[src/rtl/mgbo_pkg.sv]
`timescale 1ns / 1ps
package mgbo_pkg;

    localparam int GRID_COLUMNS = 20;
    localparam int GRID_ROWS    = 15;
    localparam int MASK_BYTES   = 38;
    localparam int COORD_BITS   = 12;

    localparam int CELL_BITS  = $clog2(GRID_COLUMNS * GRID_ROWS + 1);
    localparam int MADDR_BITS = (MASK_BYTES > 1) ? $clog2(MASK_BYTES) : 1;
    localparam int BYTE_BITS  = (CELL_BITS > 3) ? CELL_BITS - 3 : 1;
    localparam int CW_BITS    = 8;
    localparam int CH_BITS    = 9;
    localparam int REM_BITS   = CH_BITS;
    localparam int CFG_BITS   = 9;
    localparam int CIDX_BITS  = 3;

    localparam logic [CIDX_BITS-1:0] REG_CELL_W  = 3'd0;
    localparam logic [CIDX_BITS-1:0] REG_CELL_H  = 3'd1;
    localparam logic [CIDX_BITS-1:0] REG_THICK   = 3'd2;
    localparam logic [CIDX_BITS-1:0] REG_INVERT  = 3'd3;
    localparam logic [CIDX_BITS-1:0] REG_BOX_Y   = 3'd4;
    localparam logic [CIDX_BITS-1:0] REG_BOX_CB  = 3'd5;
    localparam logic [CIDX_BITS-1:0] REG_BOX_CR  = 3'd6;
    localparam logic [CIDX_BITS-1:0] REG_ALPHA   = 3'd7;

    localparam logic CMD_LOAD  = 1'b0;
    localparam logic CMD_PIXEL = 1'b1;

    typedef struct packed {
        logic                  cmd;
        logic [5:0]            idx;
        logic [7:0]            mbyte;
        logic [7:0]            luma;
        logic [7:0]            cb;
        logic [7:0]            cr;
        logic [COORD_BITS-1:0] xn;
        logic [COORD_BITS-1:0] yn;
        logic [COORD_BITS-1:0] qx;
        logic [COORD_BITS-1:0] qy;
        logic [REM_BITS-1:0]   rx;
        logic [REM_BITS-1:0]   ry;
    } t_item;

    // one restoring-division step on both coordinate lanes
    function automatic t_item div_step(t_item s, logic [CH_BITS-1:0] dvx,
                                       logic [CH_BITS-1:0] dvy);
        t_item               r;
        logic [REM_BITS:0]   tx;
        logic [REM_BITS:0]   ty;
        logic                bx;
        logic                by;
        r  = s;
        tx = {s.rx, s.xn[COORD_BITS-1]};
        ty = {s.ry, s.yn[COORD_BITS-1]};
        bx = (tx >= {1'b0, dvx});
        by = (ty >= {1'b0, dvy});
        r.rx = bx ? REM_BITS'(tx - {1'b0, dvx}) : tx[REM_BITS-1:0];
        r.ry = by ? REM_BITS'(ty - {1'b0, dvy}) : ty[REM_BITS-1:0];
        r.xn = {s.xn[COORD_BITS-2:0], 1'b0};
        r.yn = {s.yn[COORD_BITS-2:0], 1'b0};
        r.qx = {s.qx[COORD_BITS-2:0], bx};
        r.qy = {s.qy[COORD_BITS-2:0], by};
        return r;
    endfunction

    // exact floor(v / 255) for v up to 255*255
    function automatic logic [7:0] div255(logic [15:0] v);
        logic [16:0] s;
        s = {1'b0, v} + 17'(v[15:8]) + 17'd1;
        return s[15:8];
    endfunction

endpackage

[src/rtl/mgbo_ram.sv]
`timescale 1ns / 1ps
module mgbo_ram #(
    parameter int WIDTH = 8,
    parameter int DEPTH = 38
) (
    input  logic                                    i_clk,
    input  logic                                    i_we,
    input  logic [((DEPTH > 1) ? $clog2(DEPTH) : 1)-1:0] i_waddr,
    input  logic [WIDTH-1:0]                        i_wdata,
    input  logic                                    i_re,
    input  logic [((DEPTH > 1) ? $clog2(DEPTH) : 1)-1:0] i_raddr,
    output logic [WIDTH-1:0]                        o_rdata
);

    logic [WIDTH-1:0] r_mem [DEPTH];
    logic [WIDTH-1:0] r_rdata;

    always_ff @(posedge i_clk) begin
        if (i_we) begin
            r_mem[i_waddr] <= i_wdata;
        end
        if (i_re) begin
            r_rdata <= r_mem[i_raddr];
        end
    end

    assign o_rdata = r_rdata;

endmodule

[src/rtl/mgbo_div.sv]
`timescale 1ns / 1ps
module mgbo_div
    import mgbo_pkg::*;
(
    input  logic               i_clk,
    input  logic               i_rst_n,
    input  logic               i_en,
    input  logic               i_vld,
    input  t_item              i_item,
    input  logic [CH_BITS-1:0] i_dvx,
    input  logic [CH_BITS-1:0] i_dvy,
    output logic               o_vld,
    output t_item              o_item
);

    logic [COORD_BITS-1:0] r_vld;
    t_item                 r_st [COORD_BITS];

    always_ff @(posedge i_clk) begin
        if (!i_rst_n) begin
            r_vld <= '0;
        end else if (i_en) begin
            r_vld <= {r_vld[COORD_BITS-2:0], i_vld};
        end
    end

    // one quotient bit per stage, MSB first
    always_ff @(posedge i_clk) begin
        if (i_en) begin
            r_st[0] <= div_step(i_item, i_dvx, i_dvy);
            for (int k = 1; k < COORD_BITS; k++) begin
                r_st[k] <= div_step(r_st[k-1], i_dvx, i_dvy);
            end
        end
    end

    assign o_vld  = r_vld[COORD_BITS-1];
    assign o_item = r_st[COORD_BITS-1];

endmodule

[src/rtl/motion_grid_box_overlay_top.sv]
`timescale 1ns / 1ps
// Motion grid box overlay.
// Input channel (i_valid / o_stall) carries commands: a mask load
// (i_command 0) stores one byte of the cell bitmap, a pixel (i_command 1)
// returns one result on the output channel (o_valid / i_stall). Loads give
// no result. Configuration is written through i_cfg_we / i_cfg_idx /
// i_cfg_data; the user must write it only while the block is idle, as the block does not enforce this.
// Throughput is one item per clock while o_stall is low. From input transfer
// to output valid an item passes the pipelined restoring divider that
// finds the cell column and row (one quotient bit per stage, the first
// stage takes the transfer), then the mask memory read, and then the
// output register, which also takes the blend.
// The cell bitmap is a 38-byte single-port-read memory, read-modify order
// is kept by doing loads and lookups at the same pipeline stage.
// Reset clears the pipeline, the output register and all cell marks, and
// loads the register defaults; the block takes items right after reset.
// When the receiver stalls, a skid register takes the next result and
// o_stall rises (registered) until the skid drains.
module motion_grid_box_overlay_top
    import mgbo_pkg::*;
(
    input  logic                 i_clk,
    input  logic                 i_rst_n,
    input  logic                 i_valid,
    output logic                 o_stall,
    input  logic                 i_command,
    input  logic [5:0]           i_mask_index,
    input  logic [7:0]           i_mask_byte,
    input  logic [COORD_BITS-1:0] i_pixel_x,
    input  logic [COORD_BITS-1:0] i_pixel_y,
    input  logic [7:0]           i_luma_in,
    input  logic [7:0]           i_cb_in,
    input  logic [7:0]           i_cr_in,
    output logic                 o_valid,
    input  logic                 i_stall,
    output logic [7:0]           o_luma_out,
    output logic [7:0]           o_cb_out,
    output logic [7:0]           o_cr_out,
    output logic                 o_on_outline,
    input  logic                 i_cfg_we,
    input  logic [CIDX_BITS-1:0] i_cfg_idx,
    input  logic [CFG_BITS-1:0]  i_cfg_data
);

    typedef struct packed {
        logic [7:0] luma;
        logic [7:0] cb;
        logic [7:0] cr;
        logic       hit;
    } t_res;

    // configuration
    logic [CW_BITS-1:0] r_cell_w;
    logic [CH_BITS-1:0] r_cell_h;
    logic [7:0]         r_thick;
    logic               r_invert;
    logic [7:0]         r_box_y;
    logic [7:0]         r_box_cb;
    logic [7:0]         r_box_cr;
    logic [7:0]         r_alpha;

    always_ff @(posedge i_clk) begin
        if (!i_rst_n) begin
            r_cell_w <= 8'd96;
            r_cell_h <= 9'd72;
            r_thick  <= 8'd3;
            r_invert <= 1'b0;
            r_box_y  <= 8'd16;
            r_box_cb <= 8'd128;
            r_box_cr <= 8'd128;
            r_alpha  <= 8'd255;
        end else if (i_cfg_we) begin
            case (i_cfg_idx)
                REG_CELL_W: r_cell_w <= i_cfg_data[CW_BITS-1:0];
                REG_CELL_H: r_cell_h <= i_cfg_data[CH_BITS-1:0];
                REG_THICK:  r_thick  <= i_cfg_data[7:0];
                REG_INVERT: r_invert <= i_cfg_data[0];
                REG_BOX_Y:  r_box_y  <= i_cfg_data[7:0];
                REG_BOX_CB: r_box_cb <= i_cfg_data[7:0];
                REG_BOX_CR: r_box_cr <= i_cfg_data[7:0];
                REG_ALPHA:  r_alpha  <= i_cfg_data[7:0];
                default: ;
            endcase
        end
    end

    // pipeline control: everything advances unless the skid is full
    logic r_s_v;
    logic w_en;
    assign w_en    = !r_s_v;
    assign o_stall = r_s_v;

    t_item w_in;
    always_comb begin
        w_in       = '0;
        w_in.cmd   = i_command;
        w_in.idx   = i_mask_index;
        w_in.mbyte = i_mask_byte;
        w_in.luma  = i_luma_in;
        w_in.cb    = i_cb_in;
        w_in.cr    = i_cr_in;
        w_in.xn    = i_pixel_x;
        w_in.yn    = i_pixel_y;
    end

    logic  w_d_vld;
    t_item w_d;

    mgbo_div u_div (
        .i_clk   (i_clk),
        .i_rst_n (i_rst_n),
        .i_en    (w_en),
        .i_vld   (i_valid && w_en),
        .i_item  (w_in),
        .i_dvx   ({1'b0, r_cell_w}),
        .i_dvy   (r_cell_h),
        .o_vld   (w_d_vld),
        .o_item  (w_d)
    );

    // lookup stage: cell number, border test, mask access
    logic                  w_inside;
    logic [CELL_BITS-1:0]  w_cell;
    logic [BYTE_BITS-1:0]  w_byte;
    logic                  w_byte_ok;
    logic                  w_edge;
    logic [CW_BITS-1:0]    w_dx;
    logic [CH_BITS-1:0]    w_dy;
    logic [CW_BITS-1:0]    w_rx_far;
    logic [CH_BITS-1:0]    w_ry_far;
    logic                  w_we;
    logic                  w_re;

    always_comb begin
        w_inside  = (r_cell_w != '0) && (r_cell_h != '0) &&
                    (w_d.qx < COORD_BITS'(GRID_COLUMNS)) &&
                    (w_d.qy < COORD_BITS'(GRID_ROWS));
        w_cell    = CELL_BITS'(w_d.qy * GRID_COLUMNS + w_d.qx);
        w_byte    = w_cell[CELL_BITS-1:3];
        w_byte_ok = ({1'b0, w_byte} < (BYTE_BITS+1)'(MASK_BYTES));
        w_dx      = w_d.rx[CW_BITS-1:0];
        w_dy      = w_d.ry;
        w_rx_far  = r_cell_w - 8'd1 - w_dx;
        w_ry_far  = r_cell_h - 9'd1 - w_dy;
        w_edge    = (w_dx < r_thick) || (w_dy < {1'b0, r_thick}) ||
                    (w_rx_far < r_thick) || (w_ry_far < {1'b0, r_thick});
        w_we      = w_en && w_d_vld && (w_d.cmd == CMD_LOAD) &&
                    ({1'b0, w_d.idx} < 7'(MASK_BYTES));
        w_re      = w_en && w_d_vld && (w_d.cmd == CMD_PIXEL);
    end

    logic [7:0]            w_rdata;
    logic [MASK_BYTES-1:0] r_mvld;

    mgbo_ram #(
        .WIDTH (8),
        .DEPTH (MASK_BYTES)
    ) u_mask (
        .i_clk   (i_clk),
        .i_we    (w_we),
        .i_waddr (w_d.idx[MADDR_BITS-1:0]),
        .i_wdata (w_d.mbyte),
        .i_re    (w_re),
        .i_raddr (w_byte[MADDR_BITS-1:0]),
        .o_rdata (w_rdata)
    );

    always_ff @(posedge i_clk) begin
        if (!i_rst_n) begin
            r_mvld <= '0;
        end else if (w_we) begin
            r_mvld[w_d.idx[MADDR_BITS-1:0]] <= 1'b1;
        end
    end

    logic        r_a_vld;
    logic        r_a_cmd;
    logic        r_a_cand;
    logic        r_a_mvld;
    logic [2:0]  r_a_bit;
    logic [7:0]  r_a_y;
    logic [7:0]  r_a_cb;
    logic [7:0]  r_a_cr;
    logic [15:0] r_a_py, r_a_pcb, r_a_pcr;
    logic [15:0] r_a_cy, r_a_ccb, r_a_ccr;
    logic [7:0]  w_ialpha;

    assign w_ialpha = 8'd255 - r_alpha;

    always_ff @(posedge i_clk) begin
        if (!i_rst_n) begin
            r_a_vld <= 1'b0;
        end else if (w_en) begin
            r_a_vld <= w_d_vld;
        end
    end

    always_ff @(posedge i_clk) begin
        if (w_en) begin
            r_a_cmd  <= w_d.cmd;
            r_a_cand <= w_inside && w_byte_ok && w_edge;
            r_a_mvld <= r_mvld[w_byte[MADDR_BITS-1:0]] && w_byte_ok;
            r_a_bit  <= w_cell[2:0];
            r_a_y    <= w_d.luma;
            r_a_cb   <= w_d.cb;
            r_a_cr   <= w_d.cr;
            r_a_py   <= 16'(w_ialpha) * 16'(w_d.luma);
            r_a_pcb  <= 16'(w_ialpha) * 16'(w_d.cb);
            r_a_pcr  <= 16'(w_ialpha) * 16'(w_d.cr);
            r_a_cy   <= 16'(r_alpha) * 16'(r_box_y);
            r_a_ccb  <= 16'(r_alpha) * 16'(r_box_cb);
            r_a_ccr  <= 16'(r_alpha) * 16'(r_box_cr);
        end
    end

    // blend stage
    logic w_res_v;
    t_res w_res;
    logic w_hit;

    always_comb begin
        w_hit   = r_a_cand && r_a_mvld && w_rdata[r_a_bit];
        w_res_v = w_en && r_a_vld && (r_a_cmd == CMD_PIXEL);
        w_res.hit  = w_hit;
        w_res.luma = r_a_y;
        w_res.cb   = r_a_cb;
        w_res.cr   = r_a_cr;
        if (w_hit) begin
            if (r_invert) begin
                w_res.luma = 8'd255 - r_a_y;
            end else begin
                w_res.luma = div255(r_a_py + r_a_cy);
                w_res.cb   = div255(r_a_pcb + r_a_ccb);
                w_res.cr   = div255(r_a_pcr + r_a_ccr);
            end
        end
    end

    // output register with skid
    logic r_o_v;
    t_res r_o;
    t_res r_s;

    always_ff @(posedge i_clk) begin
        if (!i_rst_n) begin
            r_o_v <= 1'b0;
            r_s_v <= 1'b0;
        end else if (r_s_v) begin
            if (!i_stall) begin
                r_s_v <= 1'b0;
                r_o_v <= 1'b1;
            end
        end else if (w_res_v) begin
            if (!r_o_v || !i_stall) begin
                r_o_v <= 1'b1;
            end else begin
                r_s_v <= 1'b1;
            end
        end else if (!i_stall) begin
            r_o_v <= 1'b0;
        end
    end

    always_ff @(posedge i_clk) begin
        if (r_s_v) begin
            if (!i_stall) begin
                r_o <= r_s;
            end
        end else if (w_res_v) begin
            if (!r_o_v || !i_stall) begin
                r_o <= w_res;
            end else begin
                r_s <= w_res;
            end
        end
    end

    assign o_valid      = r_o_v;
    assign o_luma_out   = r_o.luma;
    assign o_cb_out     = r_o.cb;
    assign o_cr_out     = r_o.cr;
    assign o_on_outline = r_o.hit;

endmodule

[config.mk]
export PLATFORM = sky130hd
export DESIGN_NAME = motion_grid_box_overlay_top
export DESIGN_NICKNAME = d
export VERILOG_FILES = /design/src/rtl/mgbo_pkg.sv /design/src/rtl/mgbo_ram.sv /design/src/rtl/mgbo_div.sv /design/src/rtl/motion_grid_box_overlay_top.sv
export SDC_FILE = /design/constraint.sdc
export NUM_CORES = 2
export LEC_CHECK = 0
export BUFFER_PORTS_ARGS = -buffer_cell sky130_fd_sc_hd__buf_2
export CORE_ASPECT_RATIO = 1.5
export CORE_MARGIN = 8
export CORE_UTILIZATION = 60
export CTS_BUF_LIST = sky130_fd_sc_hd__clkbuf_8
export DETAILED_ROUTE_END_ITERATION = 12
export PLACE_DENSITY = 0.76
export REMOVE_ABC_BUFFERS = 1
export SETUP_SLACK_MARGIN = 0.2
export SLEW_MARGIN = 20
export SYNTH_ARGS = -nofsm -noshare
export SYNTH_HDL_FRONTEND = slang
export SYNTH_SLANG_ARGS = --single-unit
export TNS_END_PERCENT = 30
[constraint.sdc]
create_clock -name i_clk -period 150.2 [get_ports i_clk]
set_clock_uncertainty 0.1 [all_clocks]
set_input_delay 15.02 -clock i_clk [delete_from_list [all_inputs] [get_ports i_clk]]
set_output_delay 15.02 -clock i_clk [all_outputs]
set_load 0.05 [all_outputs]
==> out/results.tsv <==
metric	value	unit
instances_no_fill	7829	
critical_path_buf_inv_count	1	
h-tree-depth	4	
fin_crit_sh	0.111	
crit_family	flip-flops	
grt_start_max_net_pins	153	
tns	0	ps
viasPerCell	5.66	
cts.sinks	1570	
drive_gt1_frac	0.104	
crit_chain	buf_2	
synth_edf_count	1459	
die-area	142000	um2
die_h	458	um
slew_headroom	0.247	
coreArea	130000	um2
antenna_found_initial	12	
cts-root-buf	clkbuf_8	
die_w	310	um
rows	162	
drv_slew	0	
hold_slack	295	ps
rsz0062_at_grt	no	
avgSynthCellArea	13.8	um2
synth_cells	5671	
start_util	0.602	
worstSetupPathType	reg -> out	
detail-route-antenna-nets	0	
yosysWarnings	0	
tightest_slew	1130	ps
yosysSeqAreaShare	0.590	
critPathCaptureType	output pin	
worst_setup_path_start_kind	flop	
fmax	59.8	MHz
yosysMostFrequentCell	edfxtp_1	
synth_area_leaders	edfxtp_1, ha_1, fa_1	
netlist_area	78000	um2
layout-area-overhead-vs-synth	9.29	%
postCtsHoldBufs	0	
synth_top_area_share	0.562	
path_clk_slew	70	ps
ys.flop_type	edfxtp_1	
drc_errors	0	
vias	44300	
cap_violations	0	
cts_tree	built	
cpMaxStageDelayCell	dfxtp_2	
critPathArrivalTime	1620	ps
outcome	complete, no violations	
hold_viol	0	
place_area	80600	um2
p_per_area	17.2	nW/um2
async_reset_ff_frac	0	
gp_congestion	0.842	
clockBufferDepth	3	
dp_hpwl	104000	um
dpl.cell_count	7406	
fin_nets	6759	
synth_area_leader_cell	edfxtp_1	
grt_pass1_wl	241000	um
synth.distinct_cells	74	
hp-class	reg -> reg	
numCtsBuffers	220	
grt-ovfl-total	0	
cp_slowest_stage_delay	410	ps
leakage	35.0	nW
cp-startpoint	o_stall	
track_usage	0.216	
postCtsResizedCells	0	
design_area	85200	um2
hp-start	u_div.r_st[3][82]	
first_pass_iters	5	
post_cts_buffers	0	
wire_per_inst	19.4	um
netlist_top_cells_count	edfxtp_1, ha_1, inv_1, nor2_1, a21oi_1	
clk_latency	950	ps
grt_pass1_vias	45800	
vdd_ir_drop_max	0.0000419	V
synth-seq-cells	1570	
pin_count	107	
routed_wl	152000	um
min_period	16740	ps
crit_required	135080	ps
port_buffers	106	
drt-initial-drc-count	2822	
setup_viol	0	
dp_slack	133500	ps
fin_ws	133460	ps
timing.rr.start	r_alpha[1]	
path_max_fanout	2	
## kinds of logic after synthesis
family	share of synthesized area
adder cells (fa/ha/maj)	0.147
XOR/XNOR	0.0302
buffers and inverters	0.0297
flip-flops	0.590
AO/OA/AOI/OAI	0.0715
multiplexers	0.0396
AND/OR/NAND/NOR	0.0914
## report_power, final
group | total (mW) | switching, mW | internal, mW
Sequential | 0.567 | 0.0252 | 0.541
Clock | 0.343 | 0.161 | 0.182
Combinational | 0.557 | 0.303 | 0.254
## path summary, 6_finish.rpt
| path | end | slack [ps] | cells after the start |
|---|---|---|---|
| setup / recovery | o_stall | 133460 | 1 |
| hold / removal | u_div.r_st[4][82] | 290 | 0 |
| setup reg to reg | r_a_pcb[14] | 144390 | 18 |
| hold reg to reg | u_div.r_st[4][82] | 290 | 0 |
## state kept, by name (all words and copies together), names as in the netlist, 9 cells and up
name and flops:
u_div.r_vld 12, r_a_py 16, r_s 25, r_a_cy 16
r_a_pcb 16, u_div.r_st 971, u_mask.r_mem 304, r_mvld 38
r_a_ccb 16, r_cell_h 9, r_a_ccr 16, r_a_pcr 16
## per-layer routing
layer	wire length (um)	vias to the layer above	GRT usage	part of all wire
li1	-	20900	-	-
met1	59400	21900	0.257	0.39
met2	79300	1111	0.383	0.52
met3	7420	353	0.0378	0.049
met4	5890	8	0.0919	0.039
met5	55	-	0	0.00036
## worst register-to-register path: stages, from the launching register on
cell and delay, ps:
dfxtp_1 730, buf_4 600, nor2b_1 170, fa_1 500, fa_1 550, inv_1 50
fa_1 460, fa_1 550, inv_1 40, ha_1 320, inv_1 80, o21ai_0 80
a21oi_1 210, o21ai_0 110, a21oi_1 220, nor2b_1 70, o21a_1 180, o41ai_1 400
xnor2_1 110
## area by class of cell
class                           count  area, um2
Tap cell                         1722       2150
Multi-Input combinational cell   3488      29700
Clock inverter                    176       1350
Clock buffer                      236       3250
Timing Repair Buffer              152        926
Antenna cell                        9       22.5
Sequential cell                  1570      46000
Inverter                          476       1790
Fill cell                        9258      44300
## cell usage in the layout, fill, tap and decap left out, types with 116 or more instances in the layout
cell      instances
nand2b_1        116
nand2_1         260
and2_1          179
nor2b_1         272
fa_1            244
inv_1           533
edfxtp_1       1459
xnor2_1         211
o21ai_0         121
a21o_1          160
clkbuf_8        236
ha_1            526
a21oi_1         320
nor2_1          338
## metrics by stage
| step | util | power [mW] |
|---|---|---|
| 2_1_floorplan | - | 1.01 |
| 3_3_place_gp | 0.622 | 1.12 |
| 3_5_place_dp | 0.622 | 1.13 |
| 4_1_cts | 0.658 | 1.48 |
| 5_1_grt | 0.658 | 1.55 |
| 6_report | 0.658 | 1.47 |
(Power assumes the default switching activity.)
